[config.mk]
export PLATFORM = sky130hd
export DESIGN_NAME = decimal_text_to_number_top
export DESIGN_NICKNAME = d
export VERILOG_FILES = /design/src/rtl/core/dttn_pkg.sv /design/src/rtl/core/dttn_front.sv /design/src/rtl/core/dttn_queue.sv /design/src/rtl/core/dttn_back.sv /design/src/rtl/core/decimal_text_to_number_top.sv
export SDC_FILE = /design/constraint.sdc
export NUM_CORES = 1
export LEC_CHECK = 0
export ABC_AREA = 1
export BUFFER_PORTS_ARGS = -buffer_cell sky130_fd_sc_hd__buf_2
export CORE_MARGIN = 8
export CORE_UTILIZATION = 59
export CTS_BUF_LIST = sky130_fd_sc_hd__clkbuf_2
export CTS_CLUSTER_DIAMETER = 50
export CTS_CLUSTER_SIZE = 30
export DETAILED_ROUTE_END_ITERATION = 10
export MAX_ROUTING_LAYER = met4
export PLACE_DENSITY_LB_ADDON = 0.05
export SETUP_SLACK_MARGIN = 0.1
export SLEW_MARGIN = 10
export SYNTH_ARGS = -nofsm -noshare
export SYNTH_HDL_FRONTEND = slang
export SYNTH_SLANG_ARGS = --single-unit
[constraint.sdc]
create_clock -name clk -period 7.5 [get_ports clk]
set_input_delay 0.75 -clock clk [delete_from_list [all_inputs] [get_ports clk]]
set_output_delay 0.75 -clock clk [all_outputs]
set_load 0.005 [all_outputs]
[src/rtl/core/dttn_pkg.sv]
// Package for the decimal text to number converter.
// Holds character codes, character classes, status codes and shared types.
// No dependencies.
package dttn_pkg;

    // Fixed widths of the result fields.
    localparam int MANT_W   = 61;
    localparam int MAG_W    = 60;
    localparam int FRAC_W   = 4;
    localparam int STOP_W   = 13;
    localparam int STATUS_W = 2;
    localparam int OUT_W    = MANT_W + FRAC_W + STOP_W + STATUS_W;

    // Default configuration values.
    localparam int DEF_MAX_FRAC_DIGITS = 9;
    localparam int DEF_MAX_STRING_LEN  = 4096;
    localparam int DEF_QUEUE_DEPTH     = 4;

    // Largest magnitude held, 10^18 - 1.
    localparam logic [MAG_W-1:0] MAG_MAX = 60'd999999999999999999;

    // Character codes.
    localparam logic [7:0] CHAR_TAB   = 8'd9;
    localparam logic [7:0] CHAR_SPACE = 8'h20;
    localparam logic [7:0] CHAR_PLUS  = 8'h2B;
    localparam logic [7:0] CHAR_MINUS = 8'h2D;
    localparam logic [7:0] CHAR_POINT = 8'h2E;
    localparam logic [7:0] CHAR_ZERO  = 8'h30;
    localparam logic [7:0] CHAR_NINE  = 8'h39;

    // Character classes produced by the front end.
    localparam logic [2:0] CLS_BLANK = 3'd0;
    localparam logic [2:0] CLS_MINUS = 3'd1;
    localparam logic [2:0] CLS_DIGIT = 3'd2;
    localparam logic [2:0] CLS_POINT = 3'd3;
    localparam logic [2:0] CLS_OTHER = 3'd4;

    // Result status codes.
    localparam logic [STATUS_W-1:0] ST_OK       = 2'd0;
    localparam logic [STATUS_W-1:0] ST_EMPTY    = 2'd1;
    localparam logic [STATUS_W-1:0] ST_OVERFLOW = 2'd2;

    // One classified character as it travels from front end to back end.
    typedef struct packed {
        logic [2:0] cls;
        logic [3:0] digit;
        logic       last;
    } item_t;

endpackage

[src/rtl/core/dttn_front.sv]
// Front end of the converter: accepts characters and classifies them.
// Depends on dttn_pkg; feeds dttn_queue.
module dttn_front
(
    input  logic              s_axis_tvalid,
    output logic              s_axis_tready,
    input  logic [7:0]        s_axis_tdata,   // [7:0] char_code
    input  logic              s_axis_tlast,   // is_last
    input  logic              q_ready,
    output logic              q_push,
    output dttn_pkg::item_t   q_item
);
    import dttn_pkg::*;

    logic [7:0] digit_ofs;

    assign s_axis_tready = q_ready;
    assign q_push        = s_axis_tvalid & q_ready;
    assign digit_ofs     = s_axis_tdata - CHAR_ZERO;

    always_comb
    begin
        q_item.last  = s_axis_tlast;
        q_item.digit = 4'd0;
        unique case (s_axis_tdata) inside
            CHAR_SPACE, CHAR_PLUS, CHAR_TAB:
            begin
                q_item.cls = CLS_BLANK;
            end
            CHAR_MINUS:
            begin
                q_item.cls = CLS_MINUS;
            end
            CHAR_POINT:
            begin
                q_item.cls = CLS_POINT;
            end
            [CHAR_ZERO:CHAR_NINE]:
            begin
                q_item.cls   = CLS_DIGIT;
                q_item.digit = digit_ofs[3:0];
            end
            default:
            begin
                q_item.cls = CLS_OTHER;
            end
        endcase
    end

endmodule

[src/rtl/core/dttn_queue.sv]
// Short queue of classified characters between front end and back end.
// Depends on dttn_pkg for the item type.
module dttn_queue
#(
    parameter int DEPTH = dttn_pkg::DEF_QUEUE_DEPTH
)
(
    input  logic              clk,
    input  logic              rst_n,
    input  logic              push,
    input  dttn_pkg::item_t   push_item,
    output logic              ready,
    input  logic              pop,
    output logic              valid,
    output dttn_pkg::item_t   head_item
);
    import dttn_pkg::*;

    localparam int PTR_W = (DEPTH > 1) ? $clog2(DEPTH) : 1;
    localparam int CNT_W = $clog2(DEPTH + 1);

    item_t            slot_reg [DEPTH];
    logic [PTR_W-1:0] wr_ptr_reg, wr_ptr_next;
    logic [PTR_W-1:0] rd_ptr_reg, rd_ptr_next;
    logic [CNT_W-1:0] count_reg, count_next;

    assign ready     = count_reg != CNT_W'(DEPTH);
    assign valid     = count_reg != '0;
    assign head_item = slot_reg[rd_ptr_reg];

    always_comb
    begin
        wr_ptr_next = wr_ptr_reg;
        rd_ptr_next = rd_ptr_reg;
        count_next  = count_reg;
        if (push)
        begin
            wr_ptr_next = (wr_ptr_reg == PTR_W'(DEPTH - 1)) ? '0 : wr_ptr_reg + 1'b1;
        end
        if (pop)
        begin
            rd_ptr_next = (rd_ptr_reg == PTR_W'(DEPTH - 1)) ? '0 : rd_ptr_reg + 1'b1;
        end
        if (push && !pop)
        begin
            count_next = count_reg + 1'b1;
        end
        else if (pop && !push)
        begin
            count_next = count_reg - 1'b1;
        end
    end

    always_ff @(posedge clk or negedge rst_n)
    begin
        if (!rst_n)
        begin
            wr_ptr_reg <= '0;
            rd_ptr_reg <= '0;
            count_reg  <= '0;
        end
        else
        begin
            wr_ptr_reg <= wr_ptr_next;
            rd_ptr_reg <= rd_ptr_next;
            count_reg  <= count_next;
        end
    end

    always_ff @(posedge clk)
    begin
        if (push)
        begin
            slot_reg[wr_ptr_reg] <= push_item;
        end
    end

endmodule

[src/rtl/core/dttn_back.sv]
// Back end of the converter: runs the parse state per character, then forms
// the signed result in a finishing stage and an output register.
// Depends on dttn_pkg; takes items from dttn_queue.
module dttn_back
#(
    parameter int MAX_FRAC_DIGITS = dttn_pkg::DEF_MAX_FRAC_DIGITS,
    parameter int MAX_STRING_LEN  = dttn_pkg::DEF_MAX_STRING_LEN
)
(
    input  logic                      clk,
    input  logic                      rst_n,
    input  logic                      q_valid,
    input  dttn_pkg::item_t           q_item,
    output logic                      q_pop,
    output logic                      m_axis_tvalid,
    input  logic                      m_axis_tready,
    output logic [dttn_pkg::OUT_W-1:0] m_axis_tdata
);
    import dttn_pkg::*;

    localparam int POS_W  = $clog2(MAX_STRING_LEN + 1);
    localparam int FC_W   = $clog2(MAX_FRAC_DIGITS + 1);
    localparam int SEXT_W = (POS_W > STOP_W) ? POS_W : STOP_W;
    localparam int FEXT_W = (FC_W > FRAC_W) ? FC_W : FRAC_W;

    localparam logic [2:0] PH_SKIP      = 3'd0;
    localparam logic [2:0] PH_INT       = 3'd1;
    localparam logic [2:0] PH_FRAC      = 3'd2;
    localparam logic [2:0] PH_FRAC_DROP = 3'd3;
    localparam logic [2:0] PH_DONE      = 3'd4;

    // Parse state.
    logic [2:0]       phase_reg, phase_next;
    logic             neg_reg, neg_next;
    logic [MAG_W-1:0] mag_reg, mag_next;
    logic [FC_W-1:0]  fc_reg, fc_next;
    logic [POS_W-1:0] pos_reg, pos_next;
    logic [POS_W-1:0] stop_reg, stop_next;
    logic             ovf_reg, ovf_next;

    // Finishing stage.
    logic                fin_valid_reg, fin_valid_next;
    logic                fin_neg_reg;
    logic [MAG_W-1:0]    fin_mag_reg;
    logic [FC_W-1:0]     fin_fc_reg;
    logic [POS_W-1:0]    fin_stop_reg;
    logic [STATUS_W-1:0] fin_status_reg;

    // Output register.
    logic                out_valid_reg, out_valid_next;
    logic [MANT_W-1:0]   out_mant_reg;
    logic [FRAC_W-1:0]   out_frac_reg;
    logic [STOP_W-1:0]   out_stop_reg;
    logic [STATUS_W-1:0] out_status_reg;

    logic [63:0]        cand;
    logic               fits;
    logic               fin_move;
    logic               fin_load;
    logic [POS_W-1:0]   pos_step;
    logic [MANT_W-1:0]  mag_ext;
    logic [SEXT_W-1:0]  stop_ext;
    logic [FEXT_W-1:0]  fc_ext;

    // Magnitude times ten plus the digit, by shift and add.
    assign cand = ({4'b0, mag_reg} << 3) + ({4'b0, mag_reg} << 1) + 64'(q_item.digit);
    assign fits = cand <= 64'(MAG_MAX);

    // Only the last character of a string needs a free finishing stage.
    assign fin_move = fin_valid_reg && (!out_valid_reg || m_axis_tready);
    assign q_pop    = q_valid && (!q_item.last || !fin_valid_reg || fin_move);
    assign fin_load = q_pop && q_item.last;
    assign pos_step = (pos_reg < POS_W'(MAX_STRING_LEN)) ? pos_reg + 1'b1 : pos_reg;

    always_comb
    begin
        phase_next = phase_reg;
        neg_next   = neg_reg;
        mag_next   = mag_reg;
        fc_next    = fc_reg;
        stop_next  = stop_reg;
        ovf_next   = ovf_reg;
        pos_next   = pos_reg;
        if (q_pop)
        begin
            pos_next = pos_step;
            unique case (phase_reg)
                PH_SKIP:
                begin
                    if (q_item.cls == CLS_MINUS)
                    begin
                        neg_next   = 1'b1;
                        phase_next = PH_INT;
                    end
                    else if (q_item.cls == CLS_DIGIT)
                    begin
                        mag_next   = MAG_W'(q_item.digit);
                        phase_next = PH_INT;
                    end
                    else if (q_item.cls == CLS_POINT)
                    begin
                        phase_next = PH_FRAC;
                    end
                    else if (q_item.cls != CLS_BLANK)
                    begin
                        phase_next = PH_DONE;
                        stop_next  = pos_reg;
                    end
                end
                PH_INT:
                begin
                    if (q_item.cls == CLS_DIGIT)
                    begin
                        // Once saturated, further integer digits are consumed only.
                        if (!ovf_reg)
                        begin
                            if (fits)
                            begin
                                mag_next = cand[MAG_W-1:0];
                            end
                            else
                            begin
                                mag_next = MAG_MAX;
                                ovf_next = 1'b1;
                            end
                        end
                    end
                    else if (q_item.cls == CLS_POINT)
                    begin
                        phase_next = PH_FRAC;
                    end
                    else
                    begin
                        phase_next = PH_DONE;
                        stop_next  = pos_reg;
                    end
                end
                PH_FRAC:
                begin
                    if (q_item.cls == CLS_DIGIT)
                    begin
                        if (!ovf_reg && fc_reg < FC_W'(MAX_FRAC_DIGITS) && fits)
                        begin
                            mag_next = cand[MAG_W-1:0];
                            fc_next  = fc_reg + 1'b1;
                        end
                        else
                        begin
                            phase_next = PH_FRAC_DROP;
                        end
                    end
                    else
                    begin
                        phase_next = PH_DONE;
                        stop_next  = pos_reg;
                    end
                end
                PH_FRAC_DROP:
                begin
                    if (q_item.cls != CLS_DIGIT)
                    begin
                        phase_next = PH_DONE;
                        stop_next  = pos_reg;
                    end
                end
                default:
                begin
                end
            endcase
        end
    end

    always_ff @(posedge clk or negedge rst_n)
    begin
        if (!rst_n)
        begin
            phase_reg <= PH_SKIP;
            neg_reg   <= 1'b0;
            mag_reg   <= '0;
            fc_reg    <= '0;
            pos_reg   <= '0;
            stop_reg  <= '0;
            ovf_reg   <= 1'b0;
        end
        else if (fin_load)
        begin
            // The string ends here, so the parse state starts over.
            phase_reg <= PH_SKIP;
            neg_reg   <= 1'b0;
            mag_reg   <= '0;
            fc_reg    <= '0;
            pos_reg   <= '0;
            stop_reg  <= '0;
            ovf_reg   <= 1'b0;
        end
        else
        begin
            phase_reg <= phase_next;
            neg_reg   <= neg_next;
            mag_reg   <= mag_next;
            fc_reg    <= fc_next;
            pos_reg   <= pos_next;
            stop_reg  <= stop_next;
            ovf_reg   <= ovf_next;
        end
    end

    always_comb
    begin
        fin_valid_next = fin_valid_reg;
        if (fin_load)
        begin
            fin_valid_next = 1'b1;
        end
        else if (fin_move)
        begin
            fin_valid_next = 1'b0;
        end
    end

    always_comb
    begin
        out_valid_next = out_valid_reg;
        if (fin_move)
        begin
            out_valid_next = 1'b1;
        end
        else if (m_axis_tready)
        begin
            out_valid_next = 1'b0;
        end
    end

    always_ff @(posedge clk or negedge rst_n)
    begin
        if (!rst_n)
        begin
            fin_valid_reg <= 1'b0;
            out_valid_reg <= 1'b0;
        end
        else
        begin
            fin_valid_reg <= fin_valid_next;
            out_valid_reg <= out_valid_next;
        end
    end

    always_ff @(posedge clk)
    begin
        if (fin_load)
        begin
            if (phase_next == PH_SKIP)
            begin
                fin_neg_reg    <= 1'b0;
                fin_mag_reg    <= '0;
                fin_fc_reg     <= '0;
                fin_stop_reg   <= pos_next;
                fin_status_reg <= ST_EMPTY;
            end
            else
            begin
                fin_neg_reg    <= neg_next;
                fin_mag_reg    <= mag_next;
                fin_fc_reg     <= fc_next;
                fin_stop_reg   <= (phase_next == PH_DONE) ? stop_next : pos_next;
                fin_status_reg <= ovf_next ? ST_OVERFLOW : ST_OK;
            end
        end
    end

    assign mag_ext  = {1'b0, fin_mag_reg};
    assign stop_ext = SEXT_W'(fin_stop_reg);
    assign fc_ext   = FEXT_W'(fin_fc_reg);

    always_ff @(posedge clk)
    begin
        if (fin_move)
        begin
            out_mant_reg   <= fin_neg_reg ? (~mag_ext + 1'b1) : mag_ext;
            out_frac_reg   <= fc_ext[FRAC_W-1:0];
            out_stop_reg   <= stop_ext[STOP_W-1:0];
            out_status_reg <= fin_status_reg;
        end
    end

    assign m_axis_tvalid = out_valid_reg;
    assign m_axis_tdata  = {out_status_reg, out_stop_reg, out_frac_reg, out_mant_reg};

endmodule

[src/rtl/core/decimal_text_to_number_top.sv]
// Top level of the decimal text to number converter.
// Depends on dttn_pkg, dttn_front, dttn_queue and dttn_back.
//
// The converter takes one ASCII character per request, with tlast on the final
// character of a string, and gives one result per string: a signed decimal
// mantissa, the number of fraction digits, the stop position and a status.
// It sustains one character per clock cycle while the queue has room; the
// figure is set by the back end, which folds each digit into the magnitude
// with one shift-and-add and one compare per cycle. A result passes through
// the queue write, then the parse update together with the finishing stage,
// then the output register before it is presented. Front and back are parted
// by a short queue, so input keeps flowing while a result waits on the output
// side, until the finishing stage also holds a result, a further string ends
// and the queue fills.
module decimal_text_to_number_top
#(
    parameter int MAX_FRAC_DIGITS = dttn_pkg::DEF_MAX_FRAC_DIGITS,
    parameter int MAX_STRING_LEN  = dttn_pkg::DEF_MAX_STRING_LEN,
    parameter int QUEUE_DEPTH     = dttn_pkg::DEF_QUEUE_DEPTH
)
(
    input  logic                       clk,
    input  logic                       rst_n,
    input  logic                       s_axis_tvalid,
    output logic                       s_axis_tready,
    input  logic [7:0]                 s_axis_tdata,  // [7:0] char_code
    input  logic                       s_axis_tlast,  // is_last
    output logic                       m_axis_tvalid,
    input  logic                       m_axis_tready,
    // [60:0] mantissa, [64:61] frac_digits, [77:65] stop_position, [79:78] status
    output logic [dttn_pkg::OUT_W-1:0] m_axis_tdata
);
    import dttn_pkg::*;

    logic  q_ready;
    logic  q_push;
    item_t q_in_item;
    logic  q_valid;
    logic  q_pop;
    item_t q_head_item;

    dttn_front u_front
    (
        .s_axis_tvalid (s_axis_tvalid),
        .s_axis_tready (s_axis_tready),
        .s_axis_tdata  (s_axis_tdata),
        .s_axis_tlast  (s_axis_tlast),
        .q_ready       (q_ready),
        .q_push        (q_push),
        .q_item        (q_in_item)
    );

    dttn_queue
    #(
        .DEPTH (QUEUE_DEPTH)
    )
    u_queue
    (
        .clk       (clk),
        .rst_n     (rst_n),
        .push      (q_push),
        .push_item (q_in_item),
        .ready     (q_ready),
        .pop       (q_pop),
        .valid     (q_valid),
        .head_item (q_head_item)
    );

    dttn_back
    #(
        .MAX_FRAC_DIGITS (MAX_FRAC_DIGITS),
        .MAX_STRING_LEN  (MAX_STRING_LEN)
    )
    u_back
    (
        .clk           (clk),
        .rst_n         (rst_n),
        .q_valid       (q_valid),
        .q_item        (q_head_item),
        .q_pop         (q_pop),
        .m_axis_tvalid (m_axis_tvalid),
        .m_axis_tready (m_axis_tready),
        .m_axis_tdata  (m_axis_tdata)
    );

    // The status field never carries an unused code.
    assert property (@(posedge clk) disable iff (!rst_n)
        m_axis_tvalid |-> m_axis_tdata[79:78] != 2'd3)
    else $error("result status holds an unused code");

    // A blanks-only string always reports a zero value with no fraction digits.
    assert property (@(posedge clk) disable iff (!rst_n)
        (m_axis_tvalid && m_axis_tdata[79:78] == ST_EMPTY)
        |-> (m_axis_tdata[64:0] == '0))
    else $error("empty result carries a nonzero value");

    // After integer overflow no fraction digit can be kept.
    assert property (@(posedge clk) disable iff (!rst_n)
        (m_axis_tvalid && m_axis_tdata[79:78] == ST_OVERFLOW)
        |-> (m_axis_tdata[64:61] == 4'd0))
    else $error("overflowed result keeps fraction digits");

    // The fraction digit count stays within its limit.
    assert property (@(posedge clk) disable iff (!rst_n)
        m_axis_tvalid |-> (m_axis_tdata[64:61] <= 4'(MAX_FRAC_DIGITS)))
    else $error("fraction digit count beyond its limit");

endmodule

==> out/qor.txt <==
Total Routing Usage GR -> 32.2%
Async SR Flop Fraction -> 35.1%
Wire length per cell -> 18.7 microns
Critical path capture point type -> flip-flop
Total CTS buffers -> 28
Fmax -> 0.149 GHz
Share of layout cells above drive strength 1 -> 6.61%
Worst path required time -> 8230 ps
Synth top area cells -> edfxtp_1, nand2_1, dfrtp_1
Layout fillers -> 3,478
Status -> complete, no violations
Max cap viols -> 0
Routed Antenna Nets -> 0
Starting Density -> 59.9%
Startpoint types -> flip-flop
Std-Cell Rows -> 71
Combinational Power Share -> 61.0%
# DRC -> 0
Final Util -> 63.5%
Die X-Extent -> 211 microns
Worst-path clk slew -> 340 ps
Worst VDD drop -> 0.290 mV
Slowest cell on crit path -> dfrtp_1
Vias in the first global route -> 20.2k
Global-route wire length before repair -> 111,000 microns
TritonRoute pass-1 iters -> 6
Cell repeated most along the worst path -> nand2_1
Main combinational cell family by area after synthesis -> simple AND/OR/NAND/NOR gates
Top-Level Pins -> 95
Slew @ Worst Pin -> 1300 ps
Post-DP HPWL -> 55,400 microns
Avg Inst Size Synth -> 6.94 sq um
# resized after CTS -> 0
WL final -> 71,600 microns
Flop2flop setup slack -> 800 ps
Worst slew margin -> 13.5%
Total gr overflow -> 0
Skew-Pair Late Insertion Delay -> 1070 ps
Worst path arrival time -> 7430 ps
Via count -> 22.0k
Initial antenna violation count -> 1
Post-Syn Area -> 22,500 sq um
Int Pwr -> 5000 uW
RD Place Congestion -> 1.03
Vias per cell -> 5.76
Yosys warning total -> 0
Number of flops mapped to enable cells by yosys -> 192
Count leader, synth -> nand2_1
Mux contribution to synthesized area -> 0%
Pwr/cell area -> 470 nW/um^2
# clock sinks -> 296
Critical path type -> reg2reg
Sequential share of the synthesized area -> 37.2%
Final min period -> 6700 ps
Post-synthesis cell type count -> 47
Adder-cell area share of the yosys netlist -> 7.44%
Die footprint -> 44,700 sq um
Hold Path Class -> in2reg
Final-stage net count -> 3,434
Yosys top cell by area -> edfxtp_1
Top_reg_cell synth -> edfxtp_1
Worst Skew -> 136 ps
Post-Synth Simple-Gate Area -> 30.8%
Final hold vios -> 0
Die Span Y -> 211 microns
Clk buf depth -> 3
Crit path largest cell delay -> 770 ps
Switching Fraction -> 55.3%
Switching pwr -> 6200 uW
XOR/XNOR Fraction of Synth Area -> 3.50%
Post-synth net total -> 3,386
Final count of negative-setup-slack endpoints -> 0
#FFs+latches synth -> 296
Seq pwr share -> 30.7%
Worst-path fanout max -> 61
Clk pwr share -> 8.3%
Clock root buffer -> clkbuf_2
LEAKAGE -> 0.0120 uW
Top-area cell type share of the netlist area -> 25.6%
CTS tree -> built
H-tree levels -> 1
Post-synthesis instance total -> 3,241
PortBufs -> 94
Final period util -> 89.3%
Synth cell count leaders -> nand2_1, inv_1, nor2_1
Max reg flops -> 61
RSZ-0062 raised after global routing -> false
Largest net degree at the start of global routing -> 86
Placeable Area -> 37,600 sq um
Final Max Slew Viols -> 0
Post-Route Setup TNS -> 0 ps
Compound-Gate Fraction of Synth Area -> 10.5%
Area grow syn2layout -> 5.96%
DRT iter0 DRCs -> 2,593
[path summary, 6_finish.rpt]
kind	from	end	cells past startpoint
max in group asynchronous	rst_n	u_back.stop_reg[4]$_DFF_PN0_	3
worst min-delay path	s_axis_tdata[0]	u_queue.slot_reg[2][1]$_DFFE_PP_	3
worst max-delay path	u_queue.rd_ptr_reg[0]$_DFFE_PN0P_	u_back.fin_mag_reg[2]$_SDFFCE_PP0P_	27
min in group asynchronous	rst_n	u_back.mag_reg[32]$_DFF_PN0_	2
worst max register to register	u_queue.rd_ptr_reg[0]$_DFFE_PN0P_	u_back.fin_mag_reg[2]$_SDFFCE_PP0P_	27
worst min register to register	u_back.fin_stop_reg[11]$_DFFE_PP_	u_back.out_stop_reg[11]$_DFFE_PP_	0
[logic make-up after synthesis]
family | Yosys count
XOR/XNOR | 90
AO/OA/AOI/OAI | 422
adder cells (fa/ha/maj) | 132
buffers and inverters | 609
AND/OR/NAND/NOR | 1692
flip-flops | 296
[layout make-up]
type / count / area (sq um) / share of cell area, %
diodes: 1 / 2.50 / 0.0105
flip-flops and latches: 296 / 8370 / 35.1
clock buffers: 29 / 145 / 0.609
repair buffers: 115 / 653 / 2.74
well taps: 511 / 639 / 2.68
inverters: 512 / 1930 / 8.09
multi-input cells: 2336 / 11800 / 49.4
clock inverters: 23 / 330 / 1.39
[power groups by stage]
stage	Sequential [uW]	Clock (uW)	Combinational (uW)
after global routing	3490	998	7510
after floorplan	3240	0	4750
after CTS	3400	945	6640
after global placement	3420	0	6450
final	3440	932	6830
after detailed placement	3430	0	6630
[worst max-delay path, delay by kind of cell, from the launching register on]
family,cells,cell delay (ps)
and+or+nand+nor,18,2100
buffers and inverters,3,1070
adders and majority gates,2,1010
AOI/OAI and AO/OA,3,930
DFF,1,770
xor gates and xnor gates,1,460
[placed cells by master, fill, tap and decap left out, types with 32 or more instances in the layout]
master    Yosys  final
nand4_1      49     49
buf_2        11     93
a21oi_1     174    172
nand3_1     168    168
dfrtp_1     104    104
xnor2_1      43     43
a31oi_1      38     38
nor3_1       32     32
xor2_1       47     47
nand2_1    1014   1013
inv_1       489    488
ha_1        129    129
o21ai_0     123    123
nor2_1      372    370
edfxtp_1    192    192
[through the flow]
step	cells	hold slack, ps	worst slack, ps	cell area (sq um)	total power [uW]
final	3823	105	802	23800	11200
after global routing	3823	23.5	101	23800	12000
after floorplan	3241	400	2290	22500	7990
after global placement	3766	404	1140	23300	9870
after CTS	3822	26.5	917	23800	11000
after detailed placement	3766	405	1030	23300	10100
[timing repair]
item	in CTS	in global routing
setup endpoints to repair	0	0
setup buffers	0	0
hold buffers	4	0
hold endpoints to repair	41	0
[metal layers]
metal | routed length [microns] | global-route usage, %
met1 | 29900 | 44.9
met4 | 1900 | 8.36
met5 | 0 | -
met3 | 8610 | 5.29
met2 | 31100 | 48.6
(Power assumes the default switching activity.)
